==> config.mk <==
export PLATFORM = sky130hd
export DESIGN_NAME = wsa_front
export DESIGN_NICKNAME = d
export VERILOG_FILES = /design/src/rtl/wsa_pkg.sv /design/src/rtl/wsa_front.sv
export SDC_FILE = /design/constraint.sdc
export NUM_CORES = 1
export LEC_CHECK = 0
export ABC_AREA = 1
export ABC_CLOCK_PERIOD_IN_PS = 1200
export BUFFER_PORTS_ARGS = -buffer_cell sky130_fd_sc_hd__buf_2
export CORE_MARGIN = 2
export CORE_UTILIZATION = 43
export CTS_CLUSTER_DIAMETER = 120
export CTS_CLUSTER_SIZE = 24
export DETAILED_ROUTE_END_ITERATION = 7
export PLACE_DENSITY = 0.76
export SETUP_SLACK_MARGIN = 0.2
export SLEW_MARGIN = 0
export SYNTH_ARGS = -nofsm -noshare
export SYNTH_HDL_FRONTEND = slang
export SYNTH_SLANG_ARGS = --single-unit
==> constraint.sdc <==
create_clock -name clk -period 1.2 [get_ports clk]
set_input_delay 0.06 -clock clk [delete_from_list [all_inputs] [get_ports clk]]
set_output_delay 0.06 -clock clk [all_outputs]
set_load 0.03 [all_outputs]
==> src/rtl/wsa_pkg.sv <==
// ----------------------------------------------------------------------------
// wsa_pkg
// shared types and constants of the 3x3 window sum / argmax block
// ----------------------------------------------------------------------------
package wsa_pkg;

	localparam int MAX_DIM     = 32;
	localparam int CELL_BITS   = 16;
	localparam int IDX_BITS    = $clog2(MAX_DIM);
	localparam int DIM_BITS    = 6;
	localparam int ADDR_BITS   = 2 * IDX_BITS;
	localparam int SUM_BITS    = 20;
	localparam int ACC_BITS    = CELL_BITS + 4;
	localparam int QUEUE_DEPTH = 4;
	localparam int QPTR_BITS   = $clog2(QUEUE_DEPTH);
	localparam int QCNT_BITS   = QPTR_BITS + 1;
	localparam int CFG_IDX_BITS = 1;

	localparam logic [SUM_BITS-1:0] SUM_MAX = {SUM_BITS{1'b1}};

	// register indexes of the configuration port
	localparam logic [CFG_IDX_BITS-1:0] REG_GRID_ROWS = 1'b0;
	localparam logic [CFG_IDX_BITS-1:0] REG_GRID_COLS = 1'b1;

	typedef struct packed {
		logic [CELL_BITS-1:0] value;
		logic [IDX_BITS-1:0]  row;
		logic [IDX_BITS-1:0]  col;
		logic                 last;
	} cell_item_t;

	typedef struct packed {
		logic [IDX_BITS-1:0] row;
		logic [IDX_BITS-1:0] col;
		logic [SUM_BITS-1:0] sum;
	} result_t;

	typedef enum logic [1:0] {
		BK_IDLE,
		BK_SCAN,
		BK_DRAIN,
		BK_DONE
	} back_state_t;

endpackage

==> src/rtl/wsa_front.sv <==
// ----------------------------------------------------------------------------
// wsa_front
// accepts cells, tracks their grid position and marks the last cell of a grid
// ----------------------------------------------------------------------------
module wsa_front import wsa_pkg::*; (
	input  logic                clk,
	input  logic                arst_n,
	input  logic                push,
	output logic                full,
	input  logic                restart,
	input  logic [DIM_BITS-1:0] grid_rows,
	input  logic [DIM_BITS-1:0] grid_cols,
	input  logic                q_full,
	output logic                q_push,
	output cell_item_t          q_item
);

	logic [IDX_BITS-1:0] row_q;
	logic [IDX_BITS-1:0] col_q;
	logic                row_end;
	logic                col_end;

	assign full    = q_full;
	assign q_push  = push && !q_full;
	assign col_end = ({1'b0, col_q} == grid_cols - DIM_BITS'(1));
	assign row_end = ({1'b0, row_q} == grid_rows - DIM_BITS'(1));

	always_comb begin
		q_item.row  = row_q;
		q_item.col  = col_q;
		q_item.last = row_end && col_end;
		q_item.value = '0;
	end

	always_ff @(posedge clk or negedge arst_n) begin
		if (!arst_n) begin
			row_q <= '0;
			col_q <= '0;
		end else if (restart) begin
			row_q <= '0;
			col_q <= '0;
		end else if (q_push) begin
			if (col_end) begin
				col_q <= '0;
				// wrap to the top once the grid is complete
				row_q <= row_end ? '0 : row_q + IDX_BITS'(1);
			end else begin
				col_q <= col_q + IDX_BITS'(1);
			end
		end
	end

endmodule

======== Word-level counts from Yosys, hierarchy flattened ========
Cells that the tools add are included.
cells by class
  add/subtract/negate cells ............... 4
  equality and inequality tests ........... 2
  mux-type cells .......................... 7
  reductions and logical operators ........ 6
operators by type and width
  kind                                               count
  two-way mux 5 bit                                  7
  == test 5 x 6 -> 1 bit                             2
  subtractor 6 x 1 -> 6 bit (second input constant)  2
  adder 5 x 1 -> 5 bit (second input constant)       2
  nonzero test 2 bit                                 2
  logical AND 1 bit                                  2
  AND reduction 2 bit                                1
  zero test 1 bit                                    1
word-level totals
  bits in registers ....................... 10
  input bits .............................. 17
  output and inout port bits .............. 29
  logic and storage cells ................. 21

======== Longest topological paths before layout ========
Gate-level depths: netlist (run 1).
  word-level depth ........................ 6
  gate-level depth with buffers ........... 12
  mapped depth without buffers ............ 12

======== Least setup slack after synthesis (run 1) ========
Ideal clock, no wire load.
  path type ............................... reg-to-output
  start point ............................. register col_q[4]
  end point ............................... output q_item[0] (netlist name)
  data arrival time ....................... 1.971 ns
  required time ........................... 1.140 ns
  setup slack ............................. -0.831 ns
  cell stages (with the launch flop) ...... 6
  buffers on the path ..................... 0
  cells stage by stage .................... dfrtp_1 xor2_1 nand2_1 nand2_1 nand3_1 nor4_1
RTL lines
  what                    line             RTL
  start, declared         wsa_front.sv:19  logic [IDX_BITS-1:0] col_q;
  start signal, assigned  wsa_front.sv:48  col_q <= col_q + IDX_BITS'(1);
  end, declared           wsa_front.sv:15  output cell_item_t q_item

==> results of run 1 <==
## area by class of cell
class	instances	share of cell area
timing repair buffer	61	0.309
sequential	10	0.155
tap	30	0.0224
inverter	25	0.0575
clock buffer	4	0.0217
multi-input combinational	130	0.434
## how the worst min path moves through the flow
| stage | slack (ns) | start | to |
|---|---|---|---|
| after floorplan | -0.24 | arst_n | col_q[0] |
| after global routing | 0.07 | q_full | col_q[1] |
| after CTS | 0.08 | q_full | col_q[1] |
| after global placement | -0.07 | arst_n | col_q[3] |
| after detailed placement | -0.07 | arst_n | col_q[3] |
| final | 0.06 | q_full | col_q[1] |
## state kept, by name (all words and copies together), names as in the netlist
| register | count |
|---|---|
| col_q | 5 |
| row_q | 5 |
## cell usage after synthesis
cell	n	share of area
nand2_1	43	0.15
inv_1	22	0.077
nand3_1	20	0.094
buf_4	17	0.12
nor2_1	17	0.060
dfrtp_1	10	0.23
nand4_1	8	0.047
xor2_1	8	0.066
ha_1	4	0.047
xnor2_1	4	0.033
inv_2	3	0.011
nor2_2	3	0.018
o21ai_0	2	0.0094
conb_1	1	0.0035
nand2_2	1	0.0059
nand3b_1	1	0.0070
nor4_1	1	0.0059
o21ai_1	1	0.0047
o21ai_2	1	0.0082
## what timing repair did
action / 4_1_cts / 5_1_grt
endpoints found under the setup margin: 20 / 21
cloned: 0 / 0
hold buffers: 1 / 0
pin swaps: 1 / 7
endpoints found under the hold margin: 10 / 0
setup buffers: 2 / 4
resized for setup: 28 / 23
## power by group through the flow
stage	Sequential [W]	Combinational [W]	Clock [W]
after global routing	0.000356	0.000459	0.000343
after global placement	0.000360	0.000349	0
final	0.000356	0.000422	0.000318
after floorplan	0.000382	0.000250	0
after CTS	0.000354	0.000382	0.000318
after detailed placement	0.000360	0.000353	0
## layer usage
metal  share of wire  global-route usage  vias up
met5               0                   0        -
met4           0.029              0.0769        0
met3           0.060              0.0194       10
met2            0.52               0.341       44
met1            0.39               0.227      541
li1                -                   -      619
## through the flow
stage	TNS (ns)	power, W
detailed placement	-3.23	0.000713
floorplan	-2.25	0.000632
global placement	-3.04	0.000709
CTS	-3.35	0.00105
global route	-4.90	0.00116
finish	-3.61	0.00110
## cells by family after synthesis
group                      synth area share
xor gates and xnor gates             0.0984
DFF                                   0.234
adders and majority gates            0.0468
AOI/OAI and AO/OA                    0.0222
and+or+nand+nor                       0.388
buffers and inverters                 0.207
other                               0.00351
## worst reg2reg max path: stages (launching register included)
cell and delay, ns:
dfrtp_2 0.44, xnor2_1 0.16, nand2_1 0.08, nand2_2 0.08
nand3_4 0.08, buf_6 0.15, o21ai_4 0.20, nand2_4 0.12
inv_4 0.10, nor2_2 0.04
==> impl_metrics.yaml, run 1 <==
outcome:
  status: "finished with violations"
  violations: "setup timing"
critical_path:
  cp.depth: 7
  crit_slowest_cell: "dfrtp_2"
  cp_data_arrival_time_ns: 1.57
  critPathKind: "flip-flop to primary output"
  path_buf_inv: 2
  r2r_end: "col_q[2]"
  reg2regPathDepth: 9
  crit_family: "flip-flops"
  rrSetupSlack_ns: -0.34
  cp.required_ns: 1.14
  cp-end-kind: "primary output"
  cp_common_cell: "buf_6"
  cpPeakStageDelay_ns: 0.43
  crit_chain: "xor2_1 -> nand2_1 -> nor2_1 -> nand3_2 -> buf_6 -> nor4_4 -> buf_6"
  endpoint: "q_item[0]"
  critPathLaunch: "col_q[0]"
  crit_path_max_fanout: 2
  rr_startpoint: "col_q[4]"
  crit_path_start_kind: "flip-flop"
global_route:
  antenna_found_initial: 0
  grt_pass1_wl_mm: 3.99
  grt_max_degree: 11
  grtUsageTotal: 0.190
  grt_pass1_vias: 997
  grt-ovfl-total: 0
layout:
  nFillCells: 190
  stdcell_area_um2: 1670
  layout_common_cells: "nand2_1 (39), buf_6 (27), inv_1 (22), buf_2 (18), nand3_1 (17)"
  area_growth_pct: 56.7
  n_antenna_cell: 0
  fin_nets: 252
  final_core_util: 0.695
  instances_no_fill: 260
  final-seq-area_um2: 260
  drive_gt1_frac: 0.396
  final_common_cell: "nand2_1"
  multi_input_area_um2: 727
timing:
  holdWs_ns: 0.0626
  rsz0062_at_grt: "true"
  hold_violations: 0
  finClkSkew_ns: 0.00111
  final_max_slew_viol_count: 0
  fmax_ghz: 0.615
  fin_crit_sh: 1.36
  setup_violations: 12
  fin_ws_ns: -0.427
  min_period_ns: 1.63
floorplanning:
  fp.dieW_um: 53.9
  core_um2: 2410
  dieArea_um2: 2900
  rows: 18
  die_height_um: 53.9
  ios: 46
  initial_core_util: 0.443
power:
  comb_power_share: 0.385
  p_per_area_nw_per_um2: 655
  p_leak_nw: 0.912
  p_int_w: 0.000693
  peakVddDrop_mv: 0.739
  clkPwrFrac: 0.290
  pwr-share-seq: 0.325
  swShare: 0.368
  p_sw_w: 0.000403
clock_network:
  clk_latency_ns: 0.28
  cts_buffers: 3
  path_clk_slew_ns: 0.07
  clock_sinks: 10
  ctsLongestPathBuffers: 2
  cts_tree: "done"
  root_buffer: "clkbuf_4"
  htreeDepth: 1
logic_synthesis:
  synth.distinct_cells: 19
  synth_area_um2: 1070
  synth_warnings: 0
  synth_cells: 167
  seq_area_frac_synth: 0.234
  ys_ff_latch: 10
  syn_area_per_cell_um2: 6.40
place:
  gp_congestion: 0.886
  place_ws_ns: -0.325
  dp_hpwl_mm: 1.87
  placed_cells: 249
  port_buffers: 29
  placed_area_um2: 1410
route:
  ant_nets: 0
  routedWlPerCell_um: 11.0
  drcViolationCount: 0
  drtIter0Drc: 22
  drt_first_pass_iters: 4
  wl_mm: 2.87
  avgViaCountPerCell: 4.67
  num_vias: 1214
job:
  max-cap-violations: 0
worst_hold_path:
  hold_path_depth: 4
  hold_path.class: "input pin to flip-flop"
Power figures use the tool's default switching activity.
==> inputs of run 2 (changes only) <==
--- a/config.mk
+++ b/config.mk
@@ -9,11 +9,10 @@
 export ABC_CLOCK_PERIOD_IN_PS = 1200
 export BUFFER_PORTS_ARGS = -buffer_cell sky130_fd_sc_hd__buf_2
 export CORE_MARGIN = 2
-export CORE_UTILIZATION = 43
+export CORE_UTILIZATION = 23
 export CTS_CLUSTER_DIAMETER = 120
 export CTS_CLUSTER_SIZE = 24
 export DETAILED_ROUTE_END_ITERATION = 7
-export PLACE_DENSITY = 0.76
 export SETUP_SLACK_MARGIN = 0.2
 export SLEW_MARGIN = 0
 export SYNTH_ARGS = -nofsm -noshare
==> impl_metrics.yaml, run 2 (synthesized netlist as in run 1, its figures left out) <==
place:
  port_buffers: 29
  dp_hpwl_mm: 2.09
  gp_congestion: 0.760
  place_ws_ns: -0.324
  placed_area_um2: 1430
layout:
  stdcell_area_um2: 1650
  final_common_cell: "nand2_1"
  area_growth_pct: 54.1
  reg_top3: "col_q: 5 flops, row_q: 5 flops"
  layout_common_cells: "nand2_1 (42), buf_4 (23), inv_1 (21), buf_2 (21), nand3_1 (17)"
  fin_nets: 252
  drive_gt1_frac: 0.383
  final_core_util: 0.373
  n_antenna_cell: 0
floorplanning:
  initial_core_util: 0.242
  dieArea_um2: 5210
  core_um2: 4410
  fp.dieW_um: 72.2
  rows: 24
  ios: 46
  die_height_um: 72.2
global_route:
  grt_max_degree: 11
  grt_pass1_vias: 1025
  grt_pass1_wl_mm: 4.20
  grt-ovfl-total: 0
  antenna_found_initial: 0
  grtUsageTotal: 0.100
clock_network:
  cts_buffers: 3
  htreeDepth: 1
  path_clk_slew_ns: 0.05
  cts_tree: "done"
  ctsLongestPathBuffers: 2
  root_buffer: "clkbuf_8"
  clk_latency_ns: 0.23
  clock_sinks: 10
route:
  drtIter0Drc: 33
  num_vias: 1166
  routedWlPerCell_um: 9.35
  drt_first_pass_iters: 4
  drcViolationCount: 0
  avgViaCountPerCell: 4.13
  wl_mm: 2.64
  ant_nets: 0
timing:
  fmax_ghz: 0.634
  fin_ws_ns: -0.376
  holdWs_ns: 0.124
  min_period_ns: 1.58
  hold_violations: 0
  finClkSkew_ns: 0.00532
  fin_crit_sh: 1.31
  rsz0062_at_grt: "true"
  setup_violations: 11
  final_max_slew_viol_count: 0
outcome:
  violations: "setup timing"
  status: "finished with violations"
power:
  p_per_area_nw_per_um2: 722
  p_total_w: 0.00119
  p_leak_nw: 0.906
  peakVddDrop_mv: 0.363
critical_path:
  crit_family: "simple AND/OR/NAND/NOR gates"
  crit_chain: "xor2_1 -> nand2_1 -> nor2_2 -> nand3_2 -> nor4_4 -> buf_6"
  crit_path_start_kind: "flip-flop"
  cp_data_arrival_time_ns: 1.52
  cpPeakStageDelay_ns: 0.41
  crit_path_max_fanout: 2
  rr_startpoint: "col_q[0]"
  crit_slowest_cell: "dfrtp_2"
  reg2regPathDepth: 9
  r2r_end: "col_q[4]"
  cp-end-kind: "primary output"
  critPathLaunch: "col_q[0]"
  cp.depth: 6
  critPathKind: "flip-flop to primary output"
  rrSetupSlack_ns: -0.33
  path_buf_inv: 1
  cp.required_ns: 1.14
worst_hold_path:
  hp-start: "restart"
  hold_path_depth: 4
  hold_path.class: "input pin to flip-flop"
  whs_endpoint: "col_q[1]"
job:
  max-cap-violations: 0
-- run 2: worst max-delay path by stage --
| stage | slack (ns) | end |
|---|---|---|
| 5_1_grt | -0.48 | q_item[0] |
| 4_1_cts | -0.39 | q_item[0] |
| 2_1_floorplan | -0.22 | col_q[0] |
| 3_3_place_gp | -0.29 | col_q[0] |
| 6_report | -0.38 | q_item[0] |
| 3_5_place_dp | -0.32 | col_q[4] |
-- run 2: power by group --
| group | total (W) | switching, W | internal (W) |
|---|---|---|---|
| registers | 0.000355 | 0.00000761 | 0.000348 |
| clock network | 0.000422 | 0.000133 | 0.000289 |
| logic | 0.000412 | 0.000251 | 0.000160 |
-- run 2: through the flow --
stage                     cells  setup TNS (ns)
final                       282           -3.39
after global placement      270           -3.01
after detailed placement    270           -3.35
after floorplan             182           -2.25
after global routing        282           -4.58
after CTS                   278           -2.65
-- run 2: area by class of cell --
class,instances,area (µm²)
clock buffer,4,55.1
fill,465,2770
inverter,25,93.8
multi-input combinational,130,704
sequential,10,260
tap,52,65.1
timing repair buffer,61,468
-- run 2: timing repair --
| action | in CTS | in global routing |
|---|---|---|
| pin swaps | 8 | 5 |
| hold buffers | 1 | 0 |
| setup buffers | 3 | 4 |
| endpoints found under the setup margin | 18 | 18 |
| endpoints found under the hold margin | 10 | 0 |
| resized for setup | 25 | 6 |
-- run 2: worst reg2reg max path, cell delays in order, from the launching register on --
cell and delay [ns]:
dfrtp_2 0.41, xor2_1 0.16, nand2_1 0.08, nor2_2 0.09
nand3_2 0.10, buf_4 0.16, o21ai_2 0.16, nand2_2 0.12
inv_2 0.10, nor2_1 0.05
-- run 2: routing by layer --
layer | routed length, µm | share of wire | up-vias | track usage
met3 | 82 | 0.031 | 2 | 0.0111
met2 | 1350 | 0.51 | 24 | 0.180
li1 | - | - | 621 | -
met1 | 1180 | 0.45 | 519 | 0.124
met4 | 22 | 0.0083 | 0 | 0.0314
met5 | 0 | 0 | - | 0
