===== src/rtl/wsa_pkg.sv =====
// ----------------------------------------------------------------------------
// wsa_pkg
// shared types and constants of the 3x3 window sum / argmax block
// ----------------------------------------------------------------------------
package wsa_pkg;

	localparam int MAX_DIM     = 32;
	localparam int CELL_BITS   = 16;
	localparam int IDX_BITS    = $clog2(MAX_DIM);
	localparam int DIM_BITS    = 6;
	localparam int ADDR_BITS   = 2 * IDX_BITS;
	localparam int SUM_BITS    = 20;
	localparam int ACC_BITS    = CELL_BITS + 4;
	localparam int QUEUE_DEPTH = 4;
	localparam int QPTR_BITS   = $clog2(QUEUE_DEPTH);
	localparam int QCNT_BITS   = QPTR_BITS + 1;
	localparam int CFG_IDX_BITS = 1;

	localparam logic [SUM_BITS-1:0] SUM_MAX = {SUM_BITS{1'b1}};

	// register indexes of the configuration port
	localparam logic [CFG_IDX_BITS-1:0] REG_GRID_ROWS = 1'b0;
	localparam logic [CFG_IDX_BITS-1:0] REG_GRID_COLS = 1'b1;

	typedef struct packed {
		logic [CELL_BITS-1:0] value;
		logic [IDX_BITS-1:0]  row;
		logic [IDX_BITS-1:0]  col;
		logic                 last;
	} cell_item_t;

	typedef struct packed {
		logic [IDX_BITS-1:0] row;
		logic [IDX_BITS-1:0] col;
		logic [SUM_BITS-1:0] sum;
	} result_t;

	typedef enum logic [1:0] {
		BK_IDLE,
		BK_SCAN,
		BK_DRAIN,
		BK_DONE
	} back_state_t;

endpackage


===== src/rtl/wsa_queue.sv =====
// ----------------------------------------------------------------------------
// wsa_queue
// short item queue between the front and the back
// ----------------------------------------------------------------------------
module wsa_queue import wsa_pkg::*; (
	input  logic       clk,
	input  logic       arst_n,
	input  logic       push,
	input  cell_item_t push_item,
	output logic       full,
	input  logic       pop,
	output cell_item_t pop_item,
	output logic       empty
);

	cell_item_t           entries_q [QUEUE_DEPTH];
	logic [QPTR_BITS-1:0] wr_ptr_q;
	logic [QPTR_BITS-1:0] rd_ptr_q;
	logic [QCNT_BITS-1:0] count_q;
	logic                 do_push;
	logic                 do_pop;

	assign full     = (count_q == QCNT_BITS'(QUEUE_DEPTH));
	assign empty    = (count_q == '0);
	assign do_push  = push && !full;
	assign do_pop   = pop && !empty;
	assign pop_item = entries_q[rd_ptr_q];

	always_ff @(posedge clk) begin
		if (do_push) begin
			entries_q[wr_ptr_q] <= push_item;
		end
	end

	always_ff @(posedge clk or negedge arst_n) begin
		if (!arst_n) begin
			wr_ptr_q <= '0;
			rd_ptr_q <= '0;
			count_q  <= '0;
		end else begin
			if (do_push) begin
				wr_ptr_q <= wr_ptr_q + QPTR_BITS'(1);
			end
			if (do_pop) begin
				rd_ptr_q <= rd_ptr_q + QPTR_BITS'(1);
			end
			case ({do_push, do_pop})
				2'b10:   count_q <= count_q + QCNT_BITS'(1);
				2'b01:   count_q <= count_q - QCNT_BITS'(1);
				default: count_q <= count_q;
			endcase
		end
	end

endmodule


===== config.mk =====
export PLATFORM = sky130hd
export DESIGN_NAME = wsa_queue
export DESIGN_NICKNAME = d
export VERILOG_FILES = /design/src/rtl/wsa_pkg.sv /design/src/rtl/wsa_queue.sv
export SDC_FILE = /design/constraint.sdc
export NUM_CORES = 1
export LEC_CHECK = 0
export BUFFER_PORTS_ARGS = -buffer_cell sky130_fd_sc_hd__clkbuf_2
export CAP_MARGIN = 25
export CORE_MARGIN = 3
export CORE_UTILIZATION = 60
export CTS_CLUSTER_SIZE = 14
export DETAILED_ROUTE_END_ITERATION = 12
export PLACE_DENSITY = 0.84
export SLEW_MARGIN = 5
export SYNTH_ARGS = -nofsm -noshare
export SYNTH_HDL_FRONTEND = slang
export SYNTH_SLANG_ARGS = --single-unit

===== constraint.sdc =====
create_clock -name clk -period 3.7 [get_ports clk]
set_clock_uncertainty 0.15 [all_clocks]
set_input_delay 0.185 -clock clk [delete_from_list [all_inputs] [get_ports clk]]
set_output_delay 0.185 -clock clk [all_outputs]
set_load 0.02 [all_outputs]

# Word level (Yosys, flattened, before mapping)
# Memories as Yosys holds them, arrays and structs flattened.
# Cells that the tools add are included.
[totals]
inputBits = 31
out_inout_bits = 29
regBits = 7
mem_count = 1
word_cells = 20
ramBits = 108
[op_classes]
reduce_logical = 6
n_eq_ne = 3
addsub = 4
mux = 3
[mem_list]
columns = ["name", "depth", "word_bits", "read_ports", "rd_clocked_by_memory_dff", "write_ports", "line", "text"]
rows = [
  ["entries_q", 4, 27, 1, 0, 1, "wsa_queue.sv:16", "cell_item_t entries_q [QUEUE_DEPTH];"],
]
[ops]
columns = ["op", "count"]
rows = [
  ["3-bit case mux with 2 select lines", 1],
  ["2-bit by 1-bit adder with 2-bit output, second input constant", 2],
  ["3-bit by 1-bit adder with 3-bit output, second input constant", 1],
  ["3-bit == test, second input constant", 1],
  ["3-bit logical NOT", 1],
  ["3-bit by 1-bit subtractor with 3-bit output, second input constant", 1],
  ["2-bit by 1-bit == test with 1-bit output, second input constant", 1],
  ["2-bit == test, second input constant", 1],
  ["1-bit logical AND", 2],
  ["1-bit logical NOT", 2],
  ["1-bit two-way mux", 2],
  ["2-bit nonzero test", 1],
]

# Depth between registers and ports, before layout
# Gate-level depths: netlist of the first run.
[depth]
ltp_word = 5
mapped_depth = 9
depth_no_buf = 9

# Worst setup path after synthesis of the first run
# No wires, ideal clock.
[synth_path]
path_kind = "register -> register"
startpoint = "register count_q[0]"
endpoint = "register count_q[2]"
t_required_ns = 3.471
arrival_ns = 1.995
synth_period_minus_slack_ns = 2.224
setup_slack_ns = 1.476
stages_incl_launch_ff = 10
setup_ns = 0.079
n_path_buf = 0
path_cell_list = "dfrtp_1 nor3b_2 nor2b_2 inv_1 ha_1 inv_1 fa_1 xor2_1 nor2_1 xor2_1"
[synth_via]
elab_chain_len = 5
elab_cells_between_ends = 12
cone_classes = "add/sub (2); eq/ne (3); mux (1); reduce/logical (6)"
[synth_lines]
columns = ["item", "line", "text"]
rows = [
  ["start: declaration", "wsa_queue.sv:19", "logic [QCNT_BITS-1:0] count_q;"],
  ["start signal: assignment", "wsa_queue.sv:48", "2'b10: count_q <= count_q + QCNT_BITS'(1);"],
  ["start signal: assignment", "wsa_queue.sv:49", "2'b01: count_q <= count_q - QCNT_BITS'(1);"],
  ["start signal: assignment", "wsa_queue.sv:50", "default: count_q <= count_q;"],
  ["3-bit == test (*)", "wsa_queue.sv:23", "assign full = (count_q == QCNT_BITS'(QUEUE_DEPTH));"],
  ["via full", "wsa_queue.sv:10", "output logic full,"],
  ["1-bit logical NOT (*)", "wsa_queue.sv:25", "assign do_push = push && !full;"],
  ["1-bit logical AND (*)", "wsa_queue.sv:25", ""],
  ["2-bit by 1-bit == test with 1-bit output or 2-bit == test (tied branches)", "wsa_queue.sv:47", "case ({do_push, do_pop})"],
  ["3-bit case mux with 2 select lines or 2-bit nonzero test (tied branches)", "--", ""],
]
# The timed path passes the listed nets; every way through them passes the cells marked *.
# A chain may end at the register's enable or synchronous reset.

==> results_dict.tcl, run 1 <==
set metrics [dict create \
    outcome "finished, final reports clean" \
    cap_violations 0 \
    async_flop_share_pct 6.09 \
    cts.sinks 115 \
    yosys_warnings 0 \
    finalCriticalPeriod_ns 2.66 \
    p_per_area_nw_per_um2 844 \
    path_depth 2 \
    die_area_um2 8270 \
    setup_ws_ns 1.04 \
    antenna_found_initial 0 \
    end_kind "output port" \
    crit_fanout 29 \
    drt-total-wl_um 8630 \
    postRouteAntennaNets 0 \
    overflow 0 \
    drtIter0Drc 114 \
    crit_chain "mux4_2 > clkbuf_2" \
    layout-drive-gt1-share_pct 40.9 \
    yosysSeqAreaShare_pct 78.9 \
    synth_area_um2 4330 \
    ys_ff_latch 115 \
    cp.required_ns 3.37 \
    finalCritPeriodShare_pct 71.8 \
    ir_drop_mv 0.577 \
    cts_tree "built" \
    relSlewSlack_pct 37.9 \
    crit_family "flip-flops" \
    hold_viol_final 0 \
    path_class "reg -> out" \
    netlist_instances 178 \
    cp-endpoint "pop_item[4]" \
    numCtsBuffers 17 \
    area_growth_pct 29.2 \
    slowest_stage "dfrtp_2" \
    cts_resized 0 \
    setup_violations 0 \
    boundaryPins 60 \
    max_stage_delay_ns 0.98 \
    finalNetCount 325 \
    switching_share_pct 31.0 \
    critPathArrivalTime_ns 2.32 \
    worst_pin_slew_ns 0.931 \
    reg2reg_from "count_q[2]" \
    synth_top_area_cell "edfxtp_1" \
    avgSynthCellArea_um2 24.3 \
    crit_start "rd_ptr_q[0]" \
    firstDrtPassIters 4 \
    synth_fp_nets 215 \
    place_area_um2 4750 \
    clkLatencyLatePin_ns 0.51 \
    clock.fmax_mhz 377 \
    grt_first_pass_wirelength_um 13700 \
    hold_class "in -> reg" \
    synth_edf_count 108 \
    yosysMostFrequentCell "edfxtp_1" \
    core-area_um2 6910 \
    diodes 0 \
    die_y_um 91.0 \
    vias 2193 \
    final_cell_area_um2 5600 \
    startpoint_type "register" \
    wl_per_cell_um 21.7 \
    pwr-share-comb_pct 27.8 \
    netlist_top_cells_area "edfxtp_1, mux4_2, dfrtp_1" \
    place_congestion 0.671 \
    drv_slew 0 \
    path_clk_slew_ns 0.06 \
    clock_path_buffers 2 \
    grt_pass1_vias 2409 \
    internal_power_mw 3.26 \
    ys_top_cells_by_count "edfxtp_1, mux4_2, dfrtp_1" \
    grt_use_total_pct 23.3 \
    htreeDepth 4 \
    synth_ff_type "edfxtp_1" \
    p_switching_mw 1.46 \
    start_util_pct 62.7 \
    hpwl_um 4750 \
    rsz0062_at_grt "false" \
    synth.top_cell.area_share_pct 74.9 \
    path_buf_inv 1 \
    dieWidth_um 91.0 \
    port_buffers 59 \
    leakagePower_nw 2.05 \
    reg2reg_to "entries_q[0][10]" \
    via_per_inst 5.52 \
    drc 0 \
    seqPwrFrac_pct 41.1 \
    num_rows 30 \
    fin_tns_setup_ns 0 \
    worst-r2r-cell-count 4 \
    ys_types 22 \
    p_clk_share_pct 31.1 \
    r2r_slack_ns 1.41 \
    dp_slack_ns 1.39 \
    cts_root_buffer "clkbuf_8" \
    grt_max_degree 30 \
]
## cell families after synthesis
| family | Yosys count | share of synthesized area, % |
|---|---|---|
| flip-flops | 115 | 78.9 |
| adder cells (fa/ha/maj) | 6 | 1.91 |
| XOR/XNOR | 6 | 1.21 |
| AO/OA/AOI/OAI | 1 | 0.202 |
| multiplexers | 29 | 14.6 |
| AND/OR/NAND/NOR | 9 | 1.36 |
| buffers and inverters | 12 | 1.76 |
## state kept, by name, indices dropped and copies added (netlist names)
signal / count
entries_q: 108
wr_ptr_q: 2
rd_ptr_q: 2
count_q: 3
## how the worst min path moves through the flow
stage                       startpoint  depth (start not counted)              end
after global placement          arst_n                          1       count_q[2]
after floorplan                 arst_n                          0       count_q[0]
after CTS                 push_item[2]                          2  entries_q[1][2]
after detailed placement        arst_n                          1       count_q[1]
final                     push_item[3]                          2  entries_q[0][3]
after global routing      push_item[3]                          2  entries_q[0][3]
## cells in the final DEF, fill, tap and decap left out, types with 3 or more instances in the layout
cell type / n
and2_1: 4
buf_4: 7
clkbuf_1: 3
clkbuf_16: 16
clkbuf_2: 59
clkinv_2: 5
clkinvlp_4: 3
dfrtp_1: 6
dlygate4sd3_1: 31
edfxtp_1: 108
ha_1: 5
inv_1: 6
mux4_2: 26
xnor2_1: 3
xor2_1: 3
## what timing repair did
action	4_1_cts	5_1_grt
hold buffers	31	0
endpoints found under the hold margin	118	0
buffers inserted	0	0
setup endpoints to repair	0	0
## layout make-up
class,instances,area [µm²]
flip-flops and latches,115,3420
fillers,347,1310
multi-input cells,51,836
repair buffers,97,658
clock buffers,20,425
well taps,96,120
clock inverters,12,115
inverters,6,22.5
## power by group through the flow
stage | clock [mW] | combinational, mW | sequential, mW
3_3_place_gp | 0 | 1.24 | 1.94
3_5_place_dp | 0 | 1.26 | 1.96
4_1_cts | 1.49 | 1.31 | 1.95
2_1_floorplan | 0 | 1.02 | 1.82
6_report | 1.47 | 1.31 | 1.94
5_1_grt | 1.55 | 1.39 | 1.98
## routing by layer
metal	track usage [%]	vias up	routed length, µm
met5	0	-	0
met2	38.0	89	4590
met4	10.3	0	151
li1	-	959	-
met1	29.2	1133	3400
met3	7.13	12	494
## worst register-to-register path: stages, from the launching register on
cell and delay, ns:
dfrtp_1 0.41, nor3b_2 0.18, nor2b_2 0.24, and2_1 0.61, buf_4 0.38
## metrics by stage
step | power, mW | instances | hold WS [ns] | utilization [%]
2_1_floorplan | 2.84 | 178 | -0.261 | -
3_5_place_dp | 3.22 | 334 | -0.117 | 68.7
3_3_place_gp | 3.18 | 334 | -0.120 | 68.7
4_1_cts | 4.75 | 397 | 0.261 | 81.0
6_report | 4.72 | 397 | 0.293 | 81.0
5_1_grt | 4.92 | 397 | 0.284 | 81.0
Note: power is estimated with default switching activity, not from simulation.
==> inputs of run 2 (changes only) <==
--- a/config.mk
+++ b/config.mk
@@ -5,13 +5,14 @@
 export SDC_FILE = /design/constraint.sdc
 export NUM_CORES = 1
 export LEC_CHECK = 0
+export ABC_AREA = 1
 export BUFFER_PORTS_ARGS = -buffer_cell sky130_fd_sc_hd__clkbuf_2
 export CAP_MARGIN = 25
 export CORE_MARGIN = 3
-export CORE_UTILIZATION = 60
+export CORE_UTILIZATION = 57
 export CTS_CLUSTER_SIZE = 14
 export DETAILED_ROUTE_END_ITERATION = 12
-export PLACE_DENSITY = 0.84
+export PLACE_DENSITY = 0.8
 export SLEW_MARGIN = 5
 export SYNTH_ARGS = -nofsm -noshare
 export SYNTH_HDL_FRONTEND = slang
==> constraint.sdc (replaced) <==
create_clock -name clk -period 2.75 [get_ports clk]
set_clock_uncertainty 0.15 [all_clocks]
set_input_delay 0.1375 -clock clk [delete_from_list [all_inputs] [get_ports clk]]
set_output_delay 0.1375 -clock clk [all_outputs]
set_load 0.02 [all_outputs]
==> run 2 against run 1 <==
Compared with the run above: sequential power rose by 25%; sequential share of layout area down 5.5 points; global-route usage shrank 0.69 points; die area grew 15%; first-iteration DRC count increased by 17%; register-to-register slack got worse by 1.0 ns; cell count is 49% higher; utilization decreased by 3.5 points; power rose by 52%; combinational power is 81% higher; largest power group unchanged.
==> results_dict.tcl, run 2 <==
set metrics [dict create \
    outcome "finished, final reports clean" \
    worst-r2r-cell-count 10 \
    finalNetCount 512 \
    place_congestion 0.779 \
    die_y_um 97.5 \
    hold_class "in -> reg" \
    largest-register "entries_q" \
    cts_tree "built" \
    layout-drive-gt1-share_pct 20.7 \
    antenna_found_initial 0 \
    postRouteAntennaNets 0 \
    drc 0 \
    async_flop_share_pct 6.09 \
    yosys_warnings 0 \
    yosysSeqAreaShare_pct 71.7 \
    ir_drop_mv 0.718 \
    final_common_cell "edfxtp_1" \
    pwr-share-comb_pct 32.9 \
    synth_edf_count 108 \
    rsz0062_at_grt "false" \
    worst_pin_slew_ns 0.569 \
    cp.required_ns 2.46 \
    dieWidth_um 97.5 \
    startpoint_type "register" \
    reg_top3 "entries_q: 108 flops, count_q: 3 flops" \
    firstDrtPassIters 4 \
    fin_tns_setup_ns 0 \
    critPathArrivalTime_ns 2.25 \
    ys_types 17 \
    seqPwrFrac_pct 33.8 \
    clock_path_buffers 2 \
    finalCriticalPeriod_ns 2.54 \
    reg2reg_from "count_q[0]" \
    ys_top_cells_by_count "edfxtp_1, nand2_1, inv_1" \
    ys_ff_latch 115 \
    start_util_pct 60.2 \
    min_to "entries_q[3][18]" \
    utilization_pct 77.5 \
    yosysMostFrequentCell "edfxtp_1" \
    cts_resized 0 \
    num_rows 32 \
    clock.fmax_mhz 394 \
    netlist_top_cells_area "edfxtp_1, o211ai_1, nand2_1" \
    p_switching_mw 2.48 \
    min_path_cells 2 \
    cap_violations 0 \
    grt_pass1_vias 3322 \
    cts_root_buffer "clkbuf_8" \
    end_kind "output port" \
    grt_max_degree 47 \
    synth_ff_type "edfxtp_1" \
    hold_viol_final 0 \
    hold_buffers 31 \
    grt_first_pass_wirelength_um 16500 \
    reg2reg_to "count_q[2]" \
    relSlewSlack_pct 62.0 \
    die_area_um2 9500 \
    largest_reg_flops 108 \
    setup_violations 0 \
    vias 3117 \
    path_clk_slew_ns 0.06 \
    via_per_inst 5.28 \
    synth_top_area_cell "edfxtp_1" \
    switching_share_pct 34.6 \
    finalPower_mw 7.19 \
    finalCritPeriodShare_pct 92.2 \
    hpwl_um 5470 \
    leakagePower_nw 2.59 \
    crit_fanout 46 \
    port_buffers 59 \
    path_class "reg -> out" \
    clkLatencyLatePin_ns 0.50 \
    drtIter0Drc 133 \
    drt-total-wl_um 9740 \
    wl_per_cell_um 16.5 \
    cts.sinks 115 \
    netlist_instances 376 \
    overflow 0 \
    p_per_area_nw_per_um2 1170 \
    core-area_um2 7930 \
    synth_fp_nets 413 \
    avgSynthCellArea_um2 12.7 \
    drv_slew 0 \
    final_cell_mix "edfxtp_1, nand2_1, inv_1" \
    area_growth_pct 28.8 \
    htreeDepth 4 \
    hp-start "push_item[18]" \
    cts_setup_buffers 0 \
    grt_use_total_pct 22.6 \
    synth.top_cell.area_share_pct 68.0 \
    numCtsBuffers 17 \
    internal_power_mw 4.71 \
    p_clk_share_pct 33.3 \
    synth_area_um2 4770 \
    diodes 0 \
    r2r_slack_ns 0.36 \
    boundaryPins 60 \
]
run 2: cell types whose count changed after synthesis, moves of 7 or more:
cell	delta
buf_6	+10
inv_1	+63
mux4_2	-26
nand2_1	+98
nand3_1	+7
o211ai_1	+54
run 2: layer usage:
metal,track usage [%],vias up,part of all wire [%]
met5,0,-,0
met4,7.67,0,1.4
met3,5.81,12,4.5
met2,39.3,110,53
met1,27.5,1499,41
li1,-,1496,-
run 2: cells by family (layout without fill, tap and decap cells):
group                      Yosys count  in the layout  share of synthesized area (%)
DFF                                115            115                           71.7
xor gates and xnor gates             1              1                          0.184
AOI/OAI and AO/OA                   55             55                           8.60
and+or+nand+nor                    111            111                           8.97
buffers and inverters               88            200                           8.84
adders and majority gates            6              6                           1.73
run 2: how the worst max path moves through the flow:
stage                start               to  slack, ns  cells past startpoint
2_1_floorplan   count_q[0]  entries_q[0][0]       0.33                      4
3_3_place_gp    count_q[0]       count_q[2]       0.56                     10
3_5_place_dp    count_q[0]       count_q[2]       0.42                     10
4_1_cts        rd_ptr_q[0]     pop_item[20]       0.20                      6
5_1_grt        rd_ptr_q[0]     pop_item[20]       0.04                      5
6_report       rd_ptr_q[0]     pop_item[20]       0.21                      5
run 2: through the flow:
step	hold WS, ns	area, µm²	setup WS (ns)	instances
after CTS	0.228	6140	0.196	590
final	0.246	6140	0.214	590
after detailed placement	-0.158	5180	0.415	527
after floorplan	-0.308	4770	0.334	376
after global routing	0.256	6140	0.0432	590
after global placement	-0.166	5180	0.559	527
run 2: cell type report:
cell class / instances / area [µm²]
fillers: 445 / 1780
repair buffers: 97 / 721
clock buffers: 17 / 414
flip-flops and latches: 115 / 3420
well taps: 102 / 128
inverters: 71 / 268
multi-input cells: 173 / 960
clock inverters: 15 / 236
run 2: power groups by stage:
stage               combinational, mW  sequential, mW  clock (mW)
floorplan                        1.68            2.44           0
global placement                 2.24            2.44           0
detailed placement               2.31            2.46           0
CTS                              2.39            2.43        2.41
global route                     2.62            2.46        2.51
finish                           2.37            2.43        2.39
run 2: worst max-delay path: stages, from the launching register on:
cell      delay, ns
dfrtp_1        0.39
clkinv_2       0.42
buf_12         0.36
o211ai_1       0.24
nand2_1        0.14
clkbuf_2       0.18
==> inputs of run 3 (changes only) <==
--- a/config.mk
+++ b/config.mk
@@ -12,6 +12,7 @@
 export CORE_UTILIZATION = 57
 export CTS_CLUSTER_SIZE = 14
 export DETAILED_ROUTE_END_ITERATION = 12
+export GPL_TIMING_DRIVEN = 0
 export PLACE_DENSITY = 0.8
 export SLEW_MARGIN = 5
 export SYNTH_ARGS = -nofsm -noshare
==> run 3 against run 2 <==
Compared with the run above: register-to-register slack about the same; cell area decreased by 0.81%; global-route usage increased by 0.23 points; first-iteration DRC count increased by 44%; critical endpoint is now count_q[2]; largest cell class unchanged; non-clock buffer count increased by 10; largest power group is now combinational logic; setup slack improved by 0.14 ns.
==> results_dict.tcl, run 3 (same netlist as run 2, synthesis figures left out) <==
set metrics [dict create \
    outcome "finished, final reports clean" \
    reg2reg_from "count_q[0]" \
    utilization_pct 76.9 \
    numCtsBuffers 17 \
    drt-total-wl_um 10200 \
    drtIter0Drc 192 \
    drc 0 \
    p_per_area_nw_per_um2 1160 \
    finalCriticalPeriod_ns 2.39 \
    num_rows 32 \
    crit_fanout 7 \
    clock.fmax_mhz 418 \
    core-area_um2 7930 \
    path_class "reg -> reg" \
    finalPower_mw 7.05 \
    hold_viol_final 0 \
    dieWidth_um 97.5 \
    hold_class "in -> reg" \
    boundaryPins 60 \
    postRouteAntennaNets 0 \
    relSlewSlack_pct 39.4 \
    cts_root_buffer "clkbuf_8" \
    max_stage_delay_ns 0.41 \
    leakagePower_nw 2.60 \
    vias 3175 \
    cts.sinks 115 \
    cts_tree "built" \
    finalNetCount 522 \
    reg_top3 "entries_q: 108 flops, count_q: 3 flops" \
    clkLatencyLatePin_ns 0.51 \
    diodes 0 \
    cap_violations 0 \
    worst-r2r-cell-count 10 \
    antenna_found_initial 0 \
    grt_first_pass_wirelength_um 16400 \
    rsz0062_at_grt "false" \
    die_area_um2 9500 \
    cts_resized 0 \
    hpwl_um 5800 \
    firstDrtPassIters 5 \
    worst_pin_slew_ns 0.907 \
    grt_pass1_vias 3386 \
    reg2reg_to "count_q[2]" \
    final_common_cell "edfxtp_1" \
    largest-register "entries_q" \
    path_common_cell "nand2_1" \
    layout-drive-gt1-share_pct 21.3 \
    seqCellArea_um2 3420 \
    grt_use_total_pct 22.8 \
    critPathArrivalTime_ns 2.64 \
    setup_violations 0 \
    slowest_stage "nand2_1" \
    drv_slew 0 \
    htreeDepth 4 \
    largest_reg_flops 108 \
    cp.required_ns 3.00 \
    crit_chain "inv_1 > nand3_1 > nand2_1 > ha_1 > inv_1 > fa_1 > nand2_1 > nand3_1 > nand2_1 > nand2_1" \
    startpoint_type "register" \
    path_clk_slew_ns 0.06 \
    wl_per_cell_um 17.0 \
    die_y_um 97.5 \
    clock_path_buffers 2 \
    finalCritPeriodShare_pct 87.0 \
    multi_input_area_um2 960 \
    port_buffers 59 \
    ir_drop_mv 0.737 \
    via_per_inst 5.29 \
    hp-start "push_item[11]" \
    r2r_slack_ns 0.36 \
    area_growth_pct 27.8 \
    grt_max_degree 28 \
    min_to "entries_q[3][11]" \
    min_path_cells 2 \
    overflow 0 \
    nFillCells 440 \
    start_util_pct 60.2 \
    place_congestion 0.711 \
    final_cell_mix "edfxtp_1, nand2_1, inv_1" \
    end_kind "register" \
]
[run 3: final cells by class]
| cell class | count | share of cell area (%) |
|---|---|---|
| flip-flops and latches | 115 | 56.1 |
| inverters | 71 | 4.37 |
| multi-input cells | 173 | 15.7 |
| plain buffers | 17 | 2.55 |
| well taps | 102 | 2.09 |
| clock inverters | 13 | 2.30 |
| clock buffers | 19 | 6.92 |
| repair buffers | 90 | 9.94 |
[run 3: per-layer routing]
| metal | routed length, µm | part of all wire, % | global-route usage (%) | vias up |
|---|---|---|---|---|
| li1 | - | - | - | 1515 |
| met1 | 3880 | 38 | 25.4 | 1513 |
| met2 | 5520 | 54 | 40.4 | 128 |
| met3 | 629 | 6.2 | 6.89 | 19 |
| met4 | 164 | 1.6 | 10.0 | 0 |
| met5 | 0 | 0 | 0 | - |
[run 3: through the flow]
stage               setup slack, ns  cell area, µm²  cells  setup TNS [ns]  hold slack (ns)
floorplan                     0.334            4770    376               0           -0.308
global placement             -0.562            5190    537          -56.56           -0.166
detailed placement            0.399            5220    537               0           -0.163
CTS                           0.373            6090    600               0            0.215
global route                  0.167            6090    600               0            0.232
finish                        0.357            6090    600               0            0.244
[run 3: report_power, final]
group / internal [mW] / switching, mW / total [mW]
Combinational: 0.821 / 1.72 / 2.54
Sequential: 2.32 / 0.113 / 2.44
Clock: 1.36 / 0.718 / 2.08
Total: 4.50 / 2.55 / 7.05
[run 3: critical path: cells and delay by family, from the launching register on]
kind	cells	cell delay, ns
fa+ha+maj	2	0.63
buf+inv	2	0.20
flops	1	0.39
simple gates	6	0.89
[run 3: how the worst max path moves through the flow]
stage | from | endpoint | depth (start not counted)
6_report | count_q[0] | count_q[2] | 10
5_1_grt | count_q[0] | count_q[2] | 10
4_1_cts | count_q[0] | count_q[2] | 10
3_5_place_dp | count_q[0] | count_q[2] | 10
3_3_place_gp | count_q[0] | entries_q[0][11] | 4
2_1_floorplan | count_q[0] | entries_q[0][0] | 4
[run 3: repair_timing]
item                                   CTS  global route
endpoints found under the hold margin  119             0
buffers inserted                         0             0
hold buffers                            31             0
